===== config.mk =====
export PLATFORM = sky130hd
export DESIGN_NAME = pwl_fifo
export DESIGN_NICKNAME = d
export VERILOG_FILES = /design/src/sv/pwl_fifo.sv
export SDC_FILE = /design/constraint.sdc
export NUM_CORES = 1
export LEC_CHECK = 0
export BUFFER_PORTS_ARGS = -buffer_cell sky130_fd_sc_hd__buf_2
export CAP_MARGIN = 25
export CORE_AREA = 3 3 48 58
export DETAILED_ROUTE_END_ITERATION = 10
export DIE_AREA = 0 0 51 61
export PLACE_DENSITY_LB_ADDON = 0.05
export SLEW_MARGIN = 15
export SYNTH_ARGS = -nofsm -noshare
export SYNTH_HDL_FRONTEND = slang
export SYNTH_SLANG_ARGS = --single-unit

===== constraint.sdc =====
create_clock -name clk -period 2.08 [get_ports clk]
set_input_delay 0.208 -clock clk [delete_from_list [all_inputs] [get_ports clk]]
set_output_delay 0.208 -clock clk [all_outputs]
set_load 0.1 [all_outputs]

===== src/sv/pwl_fifo.sv =====
`default_nettype none
module pwl_fifo #(
    parameter int W     = 8,
    parameter int DEPTH = 2
) (
    input  wire logic         clk,
    input  wire logic         rst_n,
    input  wire logic         push,
    input  wire logic [W-1:0] din,
    output logic              full,
    input  wire logic         pop,
    output logic      [W-1:0] dout,
    output logic              empty
);

    localparam int PW = (DEPTH > 1) ? $clog2(DEPTH) : 1;
    localparam int CW = $clog2(DEPTH + 1);

    logic [W-1:0]  data_reg [DEPTH];
    logic [PW-1:0] wr_reg;
    logic [PW-1:0] rd_reg;
    logic [CW-1:0] cnt_reg;
    logic          do_push;
    logic          do_pop;

    assign full    = (cnt_reg == CW'(DEPTH));
    assign empty   = (cnt_reg == '0);
    assign dout    = data_reg[rd_reg];
    assign do_push = push && !full;
    assign do_pop  = pop && !empty;

    always_ff @(posedge clk or negedge rst_n)
    begin
        if (!rst_n)
        begin
            wr_reg  <= '0;
            rd_reg  <= '0;
            cnt_reg <= '0;
        end
        else
        begin
            if (do_push)
            begin
                wr_reg <= (wr_reg == PW'(DEPTH - 1)) ? '0 : wr_reg + 1'b1;
            end
            if (do_pop)
            begin
                rd_reg <= (rd_reg == PW'(DEPTH - 1)) ? '0 : rd_reg + 1'b1;
            end
            if (do_push && !do_pop)
            begin
                cnt_reg <= cnt_reg + 1'b1;
            end
            else if (do_pop && !do_push)
            begin
                cnt_reg <= cnt_reg - 1'b1;
            end
        end
    end

    always_ff @(posedge clk)
    begin
        if (do_push)
        begin
            data_reg[wr_reg] <= din;
        end
    end

endmodule
`default_nettype wire


==> results by group, run 1 <==
GRT
  • Pin count of the biggest net entering global routing: 13
  • Antenna violations before repair: 0
  • GRT Total Usage: 0.0848
  • Global-route wire length before repair: 1880 µm
  • Vias in the first global route: roughly 460
  • Total gr overflow: 0

Floorplanning
  • Top Ports: 22
  • Initial Utilization: 0.339
  • Core Footprint: 0.00231 mm²
  • Die ar.: about 0.0031 mm²
  • Die X: 51 µm
  • Site row count: 19
  • Die Ht: between 60 and 70 µm

STA
  • Relative slew margins: 0.676
  • Setup Viol. Count Final: 0
  • Total negative setup slack: 0 ps
  • RSZ-0062 raised after global routing: no
  • Clk_skew: about 4.8 ps
  • Fin crit period: around 1800 ps
  • Period utilization: 0.863
  • Slew @ Worst Pin: 489 ps
  • Final hold viol count: 0
  • Fmax: roughly 560 MHz
  • Slew Viols, Final: 0

Synthesis
  • Simple-gate area share of the yosys netlist: 0.0384
  • Main combinational cell family by area after synthesis: multiplexers
  • Post-synthesis register bit count: 20
  • Synth cell types: 15
  • XOR/XNOR Fraction of Synth Area: 0.0656
  • Cells after Synth: 44
  • Mapped Nets: 57
  • Synth Area in Compound Gates: 0.00640
  • Syn Area/Cell: around 18 µm²
  • Ys Warns: 0
  • Mux contribution to synthesized area: 0.115
  • Synth Area in Adders: 0.0160
  • Sequential area share after synthesis: 0.742
  • Cell area after synthesis: around 800 µm²

Finish
  • Nets: 84
  • Share of post-route cells with drive strength above 1: 0.429
  • Max FFs per register: 16
  • # diodes: 0
  • P&R area growth vs syn: 26.7%

Place
  • Global placer's final weighted congestion: ~0.62
  • Port Buf Inserts: 21
  • Post-DP HPWL: around 900 µm

Setup path
  • CP Buf/Inv Count: 1
  • Critical path peak fanout: 9
  • Critical Path End Type: output port
  • Critical Path Max Stage Delay: 610 ps
  • CP Launch Type: flip-flop
  • Worst reg2reg path depth: 7
  • Crit path DAT: around 1600 ps
  • Worst Setup Path Type: flip-flop to output port
  • Crit-path cells: mux2_2, buf_2
  • CP delay by family, top: flip-flops
  • Crit path max-delay cell type: dfrtp_1
  • CP Data Required Time: about 1900 ps
  • Levels on crit path: 2

Clock tree
  • Resize count post-CTS: 0
  • CTS clk-pin slew, worst paths: between 100 and 150 ps
  • CTS Buffer Depth: 2
  • Htree depth: 1
  • TritonCTS buffer count: 3
  • Clk Latency, worst-skew pair: slightly below 300 ps
  • TritonCTS clock tree: built
  • Post-CTS Setup Bufs: 0
  • Root Buffer Master: clkbuf_4
  • Clk sink count: 20

Job
  • Max Cap Viol: 0

Drt
  • Final WL: 1200 µm
  • 1st-pass router iterations: 4
  • Via count: between 400 and 500
  • Antenna Nets Post-Route: 0
  • Vias/cell: ~4.2
  • Wire length per cell: 11.9 µm
  • Initial drt markers: 3
  • DRC: 0

Outcome
  • Status: complete, no violations

Min path
  • Worst Hold Class: input port to flip-flop
  • Hold Crit Depth: 1
[Yosys cell counts]
master    number  area (µm²)
and3_1         1        6.26
dfrtp_1        4         100
ha_1           1        12.5
xnor2_1        2        17.5
mux2_1         6        67.6
xnor2_2        1        16.3
buf_2          1        5.00
xor2_1         2        17.5
nand2b_1       1        6.26
inv_1          2        7.51
nand2_2        1        6.26
mux2_2         2        22.5
nor2_1         3        11.3
o21ai_1        1        5.00
edfxtp_1      16         480
[path summary, 6_finish.rpt]
path	startpoint	to	slack (ps)
worst max-delay path	rd_reg	dout[2]	280
worst min-delay path	din[2]	data_reg[0][2]	100
worst max register to register	cnt_reg[0]	cnt_reg[1]	580
worst min register to register	wr_reg	wr_reg	520
max in group asynchronous	rst_n	rd_reg	1740
min in group asynchronous	rst_n	wr_reg	230
[metal layers]
metal | GRT usage | vias to the layer above | share of wire
met5 | 0 | - | 0
met4 | 0.0346 | 0 | 0
met3 | 0.0172 | 0 | 0.052
met2 | 0.144 | 14 | 0.51
met1 | 0.106 | 205 | 0.44
li1 | - | 208 | -
[layout make-up]
cell class / instances / area [µm²]
Multi-Input combinational cell: 21 / 189
Inverter: 2 / 7.51
Timing Repair Buffer: 23 / 123
Sequential cell: 20 / 581
Clock buffer: 3 / 22.5
Fill cell: 231 / 1320
Clock inverter: 1 / 30.0
Tap cell: 31 / 38.8
[metrics by stage]
stage / instances / util / cell area [µm²] / hold slack [ps] / setup slack (ps)
after floorplan: 44 / - / 782 / -87.6 / 199
after detailed placement: 96 / 0.403 / 928 / 22.8 / 591
after global routing: 101 / 0.430 / 991 / 75.5 / 175
after global placement: 96 / 0.403 / 928 / 23.3 / 600
after CTS: 101 / 0.430 / 991 / 85.2 / 241
final: 101 / 0.430 / 991 / 98.9 / 284
[placed cells by master (no fill, tap or decap)]
master         count
buf_2             21
edfxtp_1          16
mux2_1             6
dfrtp_1            4
nor2_1             3
clkbuf_4           3
mux2_2             2
inv_1              2
xnor2_1            2
xor2_1             2
nand2b_1           1
nand2_2            1
o21ai_1            1
and3_1             1
xnor2_2            1
ha_1               1
bufinv_16          1
dlygate4sd3_1      1
buf_4              1
[cell families (layout without fill, tap and decap cells)]
| family | after synthesis | after routing |
|---|---|---|
| xor gates and xnor gates | 5 | 5 |
| DFF | 20 | 20 |
| AOI/OAI and AO/OA | 1 | 1 |
| muxes | 8 | 8 |
| and+or+nand+nor | 6 | 6 |
| buffers and inverters | 3 | 29 |
| adders and majority gates | 1 | 1 |
[timing repair]
| item | in CTS | in global routing |
|---|---|---|
| setup endpoints to repair | 0 | 0 |
| hold buffers | 1 | 0 |
| hold endpoints to repair | 4 | 0 |
Power of run 1 is not shown: default switching activity piles up to over one toggle a cycle in this logic, so the estimate is an artifact.
==> inputs of run 2 (changes only) <==
--- a/config.mk
+++ b/config.mk
@@ -7,6 +7,8 @@
 export LEC_CHECK = 0
 export BUFFER_PORTS_ARGS = -buffer_cell sky130_fd_sc_hd__buf_2
 export CAP_MARGIN = 25
+export CELL_PAD_IN_SITES_DETAIL_PLACEMENT = 1
+export CELL_PAD_IN_SITES_GLOBAL_PLACEMENT = 1
 export CORE_AREA = 3 3 48 58
 export DETAILED_ROUTE_END_ITERATION = 10
 export DIE_AREA = 0 0 51 61
==> run 2 against run 1 <==
Compared with the run above:
- sequential share of layout area increased by 1.6 points
- utilization decreased by 1.1 points
- fmax increased by 0.63%
- critical path type unchanged
- clock-buffer cell count increased by 1
- critical path depth unchanged
==> results by group, run 2 (synthesis gave the netlist of run 1 again) <==
STA
  • Slew Viols, Final: 0
  • Relative slew margins: 0.676
  • Period utilization: 0.858
  • Fmax: 560 MHz
  • Total negative setup slack: 0 ps
  • Min Hold Slack: ~100 ps
  • RSZ-0062 raised after global routing: no
  • Final hold viol count: 0
  • Clk_skew: about 2 ps
  • Fin crit period: 1780 ps
  • Slew @ Worst Pin: around 500 ps
  • Setup Viol. Count Final: 0

Drt
  • 1st-pass router iterations: 2
  • Initial drt markers: 1
  • Wire length per cell: between 10 and 15 µm
  • Antenna Nets Post-Route: 0
  • Final WL: around 1300 µm
  • WL met1: 524 µm
  • Detail Route met3 WL: between 40 and 50 µm
  • Vias/cell: between 4 and 5
  • Top Metal Used: met4
  • DRC: 0
  • Via count: 443
  • Wire length on met2: 664 µm

Outcome
  • Status: complete, no violations

Finish
  • # diodes: 0
  • Nets: 84
  • Max FFs per register: 16
  • Core Util, Final: 0.418
  • P&R area growth vs syn: 23.4%
  • Commonest non-fill, non-tap cell in the layout: buf_2
  • Share of post-route cells with drive strength above 1: 0.414
  • Final instance area: around 960 µm²
  • Commonest cells after routing, fill and taps aside: buf_2, edfxtp_1, mux2_1

Floorplanning
  • Die ar.: 0.00311 mm²
  • Site row count: 19
  • Initial Utilization: 0.339
  • Core Footprint: about 0.0023 mm²
  • Die X: 51 µm
  • Top Ports: 22
  • Die Ht: a little over 60 µm

Setup path
  • Worst Setup Path Type: flip-flop to output port
  • Crit path DAT: ~1600 ps
  • Critical path peak fanout: 9
  • Critical Path End Type: output port
  • CP Launch Type: flip-flop
  • CP Data Required Time: about 1900 ps

Clock tree
  • Root Buffer Master: clkbuf_4
  • Clk Latency, worst-skew pair: ~290 ps
  • CTS clk-pin slew, worst paths: approximately 100 ps
  • Post-CTS Setup Bufs: 0
  • TritonCTS buffer count: 3
  • TritonCTS clock tree: built
  • Clk sink count: 20
  • Resize count post-CTS: 0
  • Post-CTS Hold Fix Bufs: 1
  • Htree depth: 1
  • CTS Buffer Depth: 2

GRT
  • GRT Total Usage: 0.0928
  • Antenna violations before repair: 0
  • Vias in the first global route: 459
  • Global-route wire length before repair: between 2000 and 2500 µm
  • Pin count of the biggest net entering global routing: 12
  • Total gr overflow: 0

Place
  • Global placer's final weighted congestion: ~0.61
  • Placement Cell Area: 928 µm²
  • Port Buf Inserts: 21

Job
  • Max Cap Viol: 0

Min path
  • Worst Hold Class: input port to flip-flop
run 2: worst max-delay path, cell delays in order (launching register included):
cell,delay [ps]
dfrtp_1,610
mux2_2,380
buf_2,290
run 2: path summary, 6_finish.rpt:
kind                                 start        endpoint  slack (ps)  cells after the start
worst max-delay path                rd_reg         dout[2]         300                      2
worst min-delay path                din[2]  data_reg[1][2]         100                      1
worst max register to register  cnt_reg[0]      cnt_reg[1]         590                      7
worst min register to register      wr_reg          wr_reg         520                      1
max in group asynchronous            rst_n      cnt_reg[1]        1740                      2
min in group asynchronous            rst_n          wr_reg         230                      2
run 2: through the flow:
step / setup WS, ps / instances
after floorplan: 199 / 44
after global placement: 594 / 96
after detailed placement: 583 / 96
after CTS: 259 / 101
after global routing: 212 / 101
final: 295 / 101
run 2: layout make-up:
type | instances | area [µm²]
tap | 31 | 38.8
clock buffer | 4 | 26.3
multi-input combinational | 21 | 189
fill | 268 | 1340
timing repair buffer | 23 | 123
sequential | 20 | 581
inverter | 2 | 7.51
run 2: layer usage:
metal	GRT usage	vias up
met1	0.111	217
met5	0	-
met3	0.0246	3
met2	0.149	15
li1	-	208
met4	0.0577	0
Power of run 2 is left out for the same reason.
