--- config.mk ---
export PLATFORM = sky130hd
export DESIGN_NAME = pwl_front
export DESIGN_NICKNAME = d
export VERILOG_FILES = /design/src/sv/pwl_pkg.sv /design/src/sv/pwl_fifo.sv /design/src/sv/pwl_front.sv
export SDC_FILE = /design/constraint.sdc
export NUM_CORES = 1
export LEC_CHECK = 0
export BUFFER_PORTS_ARGS = -buffer_cell sky130_fd_sc_hd__buf_2
export CORE_ASPECT_RATIO = 1.4
export CORE_MARGIN = 1
export CORE_UTILIZATION = 35
export CTS_CLUSTER_DIAMETER = 200
export DETAILED_ROUTE_END_ITERATION = 8
export GPL_TIMING_DRIVEN = 0
export PLACE_DENSITY = 0.55
export SLEW_MARGIN = 20
export SYNTH_ARGS = -nofsm -noshare
export SYNTH_HDL_FRONTEND = slang
export SYNTH_SLANG_ARGS = --single-unit
export TNS_END_PERCENT = 100
--- constraint.sdc ---
create_clock -name clk -period 5.5 [get_ports clk]
set_clock_uncertainty 0.2 [all_clocks]
set_input_delay 0.275 -clock clk [delete_from_list [all_inputs] [get_ports clk]]
set_output_delay 0.275 -clock clk [all_outputs]
set_load 0.02 [all_outputs]
--- src/sv/pwl_pkg.sv ---
`default_nettype none
package pwl_pkg;

    localparam int DEF_ROWS        = 256;
    localparam int DEF_COLUMNS     = 256;
    localparam int DEF_HISTORY_LEN = 16;
    localparam int DEF_THREADS     = 4;
    localparam int QUEUE_DEPTH     = 2;

    localparam logic [11:0] THR_RESET = 12'd44;
    localparam logic signed [7:0] W_MIN = -8'sd128;
    localparam logic signed [7:0] W_MAX = 8'sd127;

    localparam logic [2:0] KIND_LOOKUP = 3'd0;
    localparam logic [2:0] KIND_UNCOND = 3'd1;
    localparam logic [2:0] KIND_UPDATE = 3'd2;
    localparam logic [2:0] KIND_SQUASH = 3'd3;
    localparam logic [2:0] KIND_CLEAR  = 3'd4;

    typedef enum logic [2:0] {
        OP_LOOKUP,
        OP_UNCOND,
        OP_UPDATE,
        OP_SQUASH,
        OP_CLEAR,
        OP_NOP
    } op_t;

    typedef struct packed {
        op_t         op;
        logic [1:0]  thread;
        logic [31:0] pc;
        logic        resolved_taken;
        logic        was_mispredicted;
        logic [15:0] ckpt_history;
        logic [3:0]  ckpt_head;
        logic [7:0]  ckpt_addr;
    } item_t;

    typedef struct packed {
        logic        taken;
        logic [15:0] history;
        logic [3:0]  head;
        logic [7:0]  addr;
    } res_t;

endpackage
`default_nettype wire

--- src/sv/pwl_fifo.sv ---
`default_nettype none
module pwl_fifo #(
    parameter int W     = 8,
    parameter int DEPTH = 2
) (
    input  wire logic         clk,
    input  wire logic         rst_n,
    input  wire logic         push,
    input  wire logic [W-1:0] din,
    output logic              full,
    input  wire logic         pop,
    output logic      [W-1:0] dout,
    output logic              empty
);

    localparam int PW = (DEPTH > 1) ? $clog2(DEPTH) : 1;
    localparam int CW = $clog2(DEPTH + 1);

    logic [W-1:0]  data_reg [DEPTH];
    logic [PW-1:0] wr_reg;
    logic [PW-1:0] rd_reg;
    logic [CW-1:0] cnt_reg;
    logic          do_push;
    logic          do_pop;

    assign full    = (cnt_reg == CW'(DEPTH));
    assign empty   = (cnt_reg == '0);
    assign dout    = data_reg[rd_reg];
    assign do_push = push && !full;
    assign do_pop  = pop && !empty;

    always_ff @(posedge clk or negedge rst_n)
    begin
        if (!rst_n)
        begin
            wr_reg  <= '0;
            rd_reg  <= '0;
            cnt_reg <= '0;
        end
        else
        begin
            if (do_push)
            begin
                wr_reg <= (wr_reg == PW'(DEPTH - 1)) ? '0 : wr_reg + 1'b1;
            end
            if (do_pop)
            begin
                rd_reg <= (rd_reg == PW'(DEPTH - 1)) ? '0 : rd_reg + 1'b1;
            end
            if (do_push && !do_pop)
            begin
                cnt_reg <= cnt_reg + 1'b1;
            end
            else if (do_pop && !do_push)
            begin
                cnt_reg <= cnt_reg - 1'b1;
            end
        end
    end

    always_ff @(posedge clk)
    begin
        if (do_push)
        begin
            data_reg[wr_reg] <= din;
        end
    end

endmodule
`default_nettype wire

--- src/sv/pwl_front.sv ---
`default_nettype none
module pwl_front #(
    parameter int THREADS = 4
) (
    input  wire logic          clk,
    input  wire logic          rst_n,
    input  wire logic          push,
    input  wire logic [2:0]    kind,
    input  wire logic [1:0]    thread,
    input  wire logic [31:0]   pc,
    input  wire logic          resolved_taken,
    input  wire logic          was_mispredicted,
    input  wire logic [15:0]   ckpt_history_in,
    input  wire logic [3:0]    ckpt_head_in,
    input  wire logic [7:0]    ckpt_addr_in,
    output logic               full,
    input  wire logic          pop,
    output pwl_pkg::item_t     item,
    output logic               empty
);
    import pwl_pkg::*;

    op_t   op_c;
    item_t item_c;
    logic  [$bits(item_t)-1:0] q_dout;

    // Kinds outside the list and threads beyond the configured count become no-ops that return an all-zero result.
    always_comb
    begin
        unique case (kind)
            KIND_LOOKUP: op_c = OP_LOOKUP;
            KIND_UNCOND: op_c = OP_UNCOND;
            KIND_UPDATE: op_c = OP_UPDATE;
            KIND_SQUASH: op_c = OP_SQUASH;
            KIND_CLEAR:  op_c = OP_CLEAR;
            default:     op_c = OP_NOP;
        endcase
        if (32'(thread) >= THREADS)
        begin
            op_c = OP_NOP;
        end
        item_c.op               = op_c;
        item_c.thread           = thread;
        item_c.pc               = pc;
        item_c.resolved_taken   = resolved_taken;
        item_c.was_mispredicted = was_mispredicted;
        item_c.ckpt_history     = ckpt_history_in;
        item_c.ckpt_head        = ckpt_head_in;
        item_c.ckpt_addr        = ckpt_addr_in;
    end

    pwl_fifo #(.W($bits(item_t)), .DEPTH(QUEUE_DEPTH)) u_q (
        .clk   (clk),
        .rst_n (rst_n),
        .push  (push),
        .din   (item_c),
        .full  (full),
        .pop   (pop),
        .dout  (q_dout),
        .empty (empty)
    );

    assign item = item_t'(q_dout);

endmodule
`default_nettype wire

==> results.toml, run 1 <==
[run_status]
status = "complete, no violations"

[layout]
final_util_pct = 51.7
layout.nets = 535
multi_input_area_um2 = 945
design_area_mm2 = 0.00744
drive_above_1_share_pct = 52.4
fill_cells = 1229
largest_reg_flops = 134
area_delta_synth_final_pct = 44.7
regArea_mm2 = 0.00412

[global_routing]
grt_util_met3_pct = 4.70
grt-ovfl-total = 0
gr-usage-all-layers_pct = 13.7
grt_pass1_wl_um = 15600
met1_usage_pct = 14.8
use_met2_pct = 24.1
antenna_found_initial = 1
busiest_layer = "met2"
grt_max_degree = 43
grt_pass1_vias = 3052

[worst_setup_path]
endpoint = "item[61]"
r2r_setup_slack_ps = 3560
r2r_start = "u_q.cnt_reg[0]"
startpoint_type = "register"
startpoint = "u_q.rd_reg"
worst_setup_path_end_kind = "output pin"
cp_max_fo = 10
reg2reg_depth = 5
arrival_ps = 1670
path_class = "register to output pin"
cp.required_ps = 5030
worstReg2RegEnd = "u_q.data_reg[0][53]"

[yosys]
synth_cell_types = 19
synthTopCellsByCount = "edfxtp_1, mux2_2, mux2_4"
yosysMostFrequentCell = "edfxtp_1"
synth-edff-count = 134
synth-simple-area-share_pct = 0.657
yosysWarningCount = 0
synthXorXnorAreaFrac_pct = 0.852
synth.largest_area_cell = "edfxtp_1"
synthMuxAreaShare_pct = 16.1
synth_fa_ha_area_share_pct = 0.243
synth.avg_cell_area_um2 = 22.3
synth-compound-area-share_pct = 0.243
synth_flop_cell = "edfxtp_1"
syn_inst = 231
ys_top_cells_by_area = "edfxtp_1, mux2_2, mux2_4"
synth-seq-cells = 138
netlist_area_mm2 = 0.00514
async_flop_share_pct = 2.90
synth-seq-area-share_pct = 80.2
syn_nets = 303
synth_top_family_by_area = "multiplexers"
yosys.area.top_type_share_pct = 78.3

[clocking]
cts_buffers = 17
cts_setup_buffers = 0
clk_pin_slew_worst_paths_ps = 50
h-tree-depth = 4
cts_resized = 0
cts_buffer_depth = 2
holdBufCountCts = 70
clock_latency_ps = 410
root_buffer = "clkbuf_16"
cts_tree = "yes"
clock_sinks = 138

[timing]
min_period_ps = 2140
grt_setup_unrepaired = "false"
clock.fmax_mhz = 466
hold_viol = 0
slew_headroom_pct = 72.6
period_share_pct = 39.0
worstMarginPinSlew_ps = 410
setup_violations = 0
finalMaxSlewViolations = 0

[place]
io_buffers = 139
place.gp.congestion = 0.662
hpwl_um = 6150
dpl_cell_area_mm2 = 0.00619

[drt]
antenna_left = 0
vias_per_cell = 4.37
drt-initial-drc-count = 138
routed_wl_um = 9730
wl_per_cell_um = 14.6
drc_errors = 0
via_count = 2906
first_pass_iters = 4

[floorplan]
die_area_mm2 = 0.0152
die_w_um = 104
core_area_mm2 = 0.0144
core.rowCount = 52
die_h_um = 145
ios = 140
initial_core_util_pct = 35.7

[power_and_ir_drop]
ir_drop_uv = 377
p_per_area_mw_per_mm2 = 523
leakagePower_nw = 2.89

[job]
maxCapViolCount = 0

[min_path]
hp-class = "input port to register"
[logic make-up (layout without fill, tap and decap cells)]
| kind of cell | Yosys count | after routing |
|---|---|---|
| compound gates | 2 | 2 |
| xor+xnor | 5 | 5 |
| fa+ha+maj | 1 | 1 |
| buf+inv | 11 | 255 |
| flops | 138 | 138 |
| mux | 67 | 67 |
| other cells | 0 | 1 |
| simple gates | 7 | 7 |
[where the power goes]
part	switching [mW]	internal [mW]
sequential	0.0595	1.44
clock	0.428	0.619
combinational	0.750	0.594
total	1.24	2.65
[per-layer routing]
| metal | up-vias | part of all wire (%) |
|---|---|---|
| li1 | 1377 | - |
| met1 | 1439 | 40 |
| met2 | 80 | 54 |
| met3 | 10 | 4.1 |
| met4 | 0 | 1.7 |
| met5 | - | 0 |
[layout by cell type, fill, tap and decap left out, types with 3 or more instances in the layout]
| cell type | count |
|---|---|
| buf_2 | 143 |
| clkbuf_16 | 17 |
| dlygate4sd3_1 | 70 |
| clkinvlp_4 | 3 |
| edfxtp_1 | 134 |
| clkinv_4 | 3 |
| mux2_2 | 47 |
| buf_16 | 3 |
| xnor2_1 | 3 |
| dfrtp_1 | 4 |
| inv_6 | 3 |
| mux2_4 | 20 |
[worst max-delay path, stage by stage (launching register included)]
cell and delay (ps):
dfrtp_1 330, buf_6 110, buf_2 280, mux2_2 380, buf_2 170
[stage by stage]
stage | power [mW] | std cells | hold slack [ps] | TNS [ps] | setup WS, ps
finish | 3.89 | 665 | 24.6 | 0 | 3360
global route | 4.08 | 665 | 18.8 | 0 | 3240
CTS | 3.96 | 664 | 2.87 | 0 | 3290
detailed placement | 2.85 | 563 | -110 | 0 | 3540
global placement | 2.80 | 559 | -118 | -32300 | -485
floorplan | 2.42 | 231 | -221 | 0 | 1360
[final cells by class]
type,instances,share of cell area (%)
multi-input combinational,82,12.7
buffer,9,1.03
clock buffer,17,5.72
timing repair buffer,213,20.2
inverter,2,0.101
antenna,1,0.0336
tap,189,3.18
sequential,138,55.4
clock inverter,14,1.65
[worst min path at each step]
stage	start	to	cells past startpoint
2_1_floorplan	rst_n	u_q.cnt_reg[0]	0
3_3_place_gp	rst_n	u_q.cnt_reg[1]	1
3_5_place_dp	rst_n	u_q.cnt_reg[0]	1
4_1_cts	pop	u_q.rd_reg	3
5_1_grt	pop	u_q.rd_reg	3
6_report	pop	u_q.rd_reg	3
Note: power is estimated with default switching activity, not from simulation.
==> inputs of run 2 (changes only) <==
- PLACE_DENSITY: 0.55 -> 0.57
- clock period: 5.5 -> 1.8 ns (I/O delays scaled with it)
==> results.toml, run 2 (synthesis gave the netlist of run 1 again) <==
[layout]
final_cell_mix = "edfxtp_1, buf_2, dlygate4sd3_1"
drive_above_1_share_pct = 53.4
layout_commonest_cell = "edfxtp_1"
layout.nets = 544
design_area_mm2 = 0.00790
fill_cells = 1182
largest_reg_flops = 134
area_delta_synth_final_pct = 53.7
final_util_pct = 54.9

[power_and_ir_drop]
p_sw_mw = 3.99
p_per_area_mw_per_mm2 = 1660
ir_drop_uv = 1030
switching_share_pct = 30.5
clkPwrFrac_pct = 26.7
leakagePower_nw = 3.10
internal-power_mw = 9.09
p_comb_share_pct = 37.9
power_frac_seq_pct = 35.3

[worst_setup_path]
cp_max_fo = 5
arrival_ps = 1610
cp.required_ps = 1510
worst_setup_path_end_kind = "output pin"
slowest_delay_ps = 460
path_class = "register to output pin"
crit_chain = "buf_12, clkbuf_16, mux2_4, buf_6"
slowest_stage = "dfrtp_2"
startpoint_type = "register"

[floorplan]
die_w_um = 104
initial_core_util_pct = 35.7
ios = 140
die_h_um = 145
core_area_mm2 = 0.0144
core.rowCount = 52
die_area_mm2 = 0.0152

[clocking]
clk_pin_slew_worst_paths_ps = 60
cts_buffer_depth = 2
cts_tree = "yes"
root_buffer = "clkbuf_16"
clock_sinks = 138
h-tree-depth = 4
clock_latency_ps = 400
cts_buffers = 17

[global_routing]
antenna_found_initial = 1
gr-usage-all-layers_pct = 14.5
grt_pass1_vias = 3318
grt_max_degree = 24
grt-ovfl-total = 0
grt_pass1_wl_um = 16500

[place]
dpl_cell_area_mm2 = 0.00620
io_buffers = 139
place.gp.congestion = 0.674
hpwl_um = 6240

[drt]
first_pass_iters = 4
wl_per_cell_um = 15.6
via_count = 2970
routed_wl_um = 10500
drc_errors = 0
vias_per_cell = 4.40
drt-initial-drc-count = 56
antenna_left = 0

[min_path]
hp-class = "input port to register"

[timing]
clock.fmax_mhz = 527
setup_ws_ps = -96.7
min_period_ps = 1900
slew_headroom_pct = 79.5
period_share_pct = 105
worstMarginPinSlew_ps = 305
finalMaxSlewViolations = 0
hold_viol = 0
setup_violations = 66
grt_setup_unrepaired = "true"

[job]
maxCapViolCount = 0

[run_status]
violations = "setup timing"
status = "finished with violations"
run 2: worst paths after layout:
check | start | to | slack, ps | cells past startpoint
setup / recovery | u_q.rd_reg | item[21] | -100 | 4
hold / removal | pc[5] | u_q.data_reg[1][35] | 200 | 2
setup reg to reg | u_q.cnt_reg[0] | u_q.data_reg[1][3] | 130 | 4
hold reg to reg | u_q.cnt_reg[1] | u_q.cnt_reg[1] | 380 | 1
max in group asynchronous | rst_n | u_q.rd_reg | 800 | 3
min in group asynchronous | rst_n | u_q.wr_reg | 400 | 3
run 2: repair_timing:
action | CTS | global route
hold buffers | 72 | 0
pin swaps | 2 | 0
setup buffers | 5 | 0
cloned | 2 | 1
resized for setup | 28 | 45
endpoints found under the hold margin | 140 | 0
setup endpoints to repair | 179 | 67
run 2: through the flow:
| stage | worst slack, ps | power (mW) | cells | TNS, ps | hold WS (ps) |
|---|---|---|---|---|---|
| floorplan | -436 | 7.39 | 231 | -48480 | -406 |
| global placement | -1050 | 8.52 | 559 | -123070 | -302 |
| detailed placement | -223 | 8.74 | 563 | -17140 | -295 |
| CTS | -149 | 12.9 | 674 | -7030 | 182 |
| global route | -155 | 13.7 | 675 | -8510 | 187 |
| finish | -96.7 | 13.1 | 675 | -4060 | 202 |
run 2: power by group through the flow:
stage          combinational (mW)  clock, mW  sequential, mW
3_5_place_dp                 4.08          0            4.65
5_1_grt                      5.24       3.75            4.68
4_1_cts                      4.72       3.61            4.60
6_report                     4.96       3.50            4.62
2_1_floorplan                2.77          0            4.61
3_3_place_gp                 3.87          0            4.65
run 2: cell type report:
class | count | area [um^2] | area share (%)
multi-input cells | 83 | 993 | 12.6
inverters | 2 | 7.51 | 0.0950
repair buffers | 222 | 1830 | 23.2
plain buffers | 8 | 97.6 | 1.24
diodes | 1 | 2.50 | 0.0317
clock buffers | 19 | 433 | 5.48
well taps | 189 | 236 | 2.99
clock inverters | 13 | 169 | 2.14
flip-flops and latches | 138 | 4130 | 52.2
run 2: layer usage:
metal | global-route usage (%) | part of all wire [%] | wire [um]
met4 | 6.79 | 1.6 | 173
met2 | 26.1 | 54 | 5730
met3 | 4.30 | 4.0 | 425
met5 | 0 | 0 | 0
met1 | 15.4 | 40 | 4210
run 2: critical path: cells and delay by family (launching register included):
kind	cells	cell delay [ps]
flops	1	460
buf+inv	3	450
mux	1	300
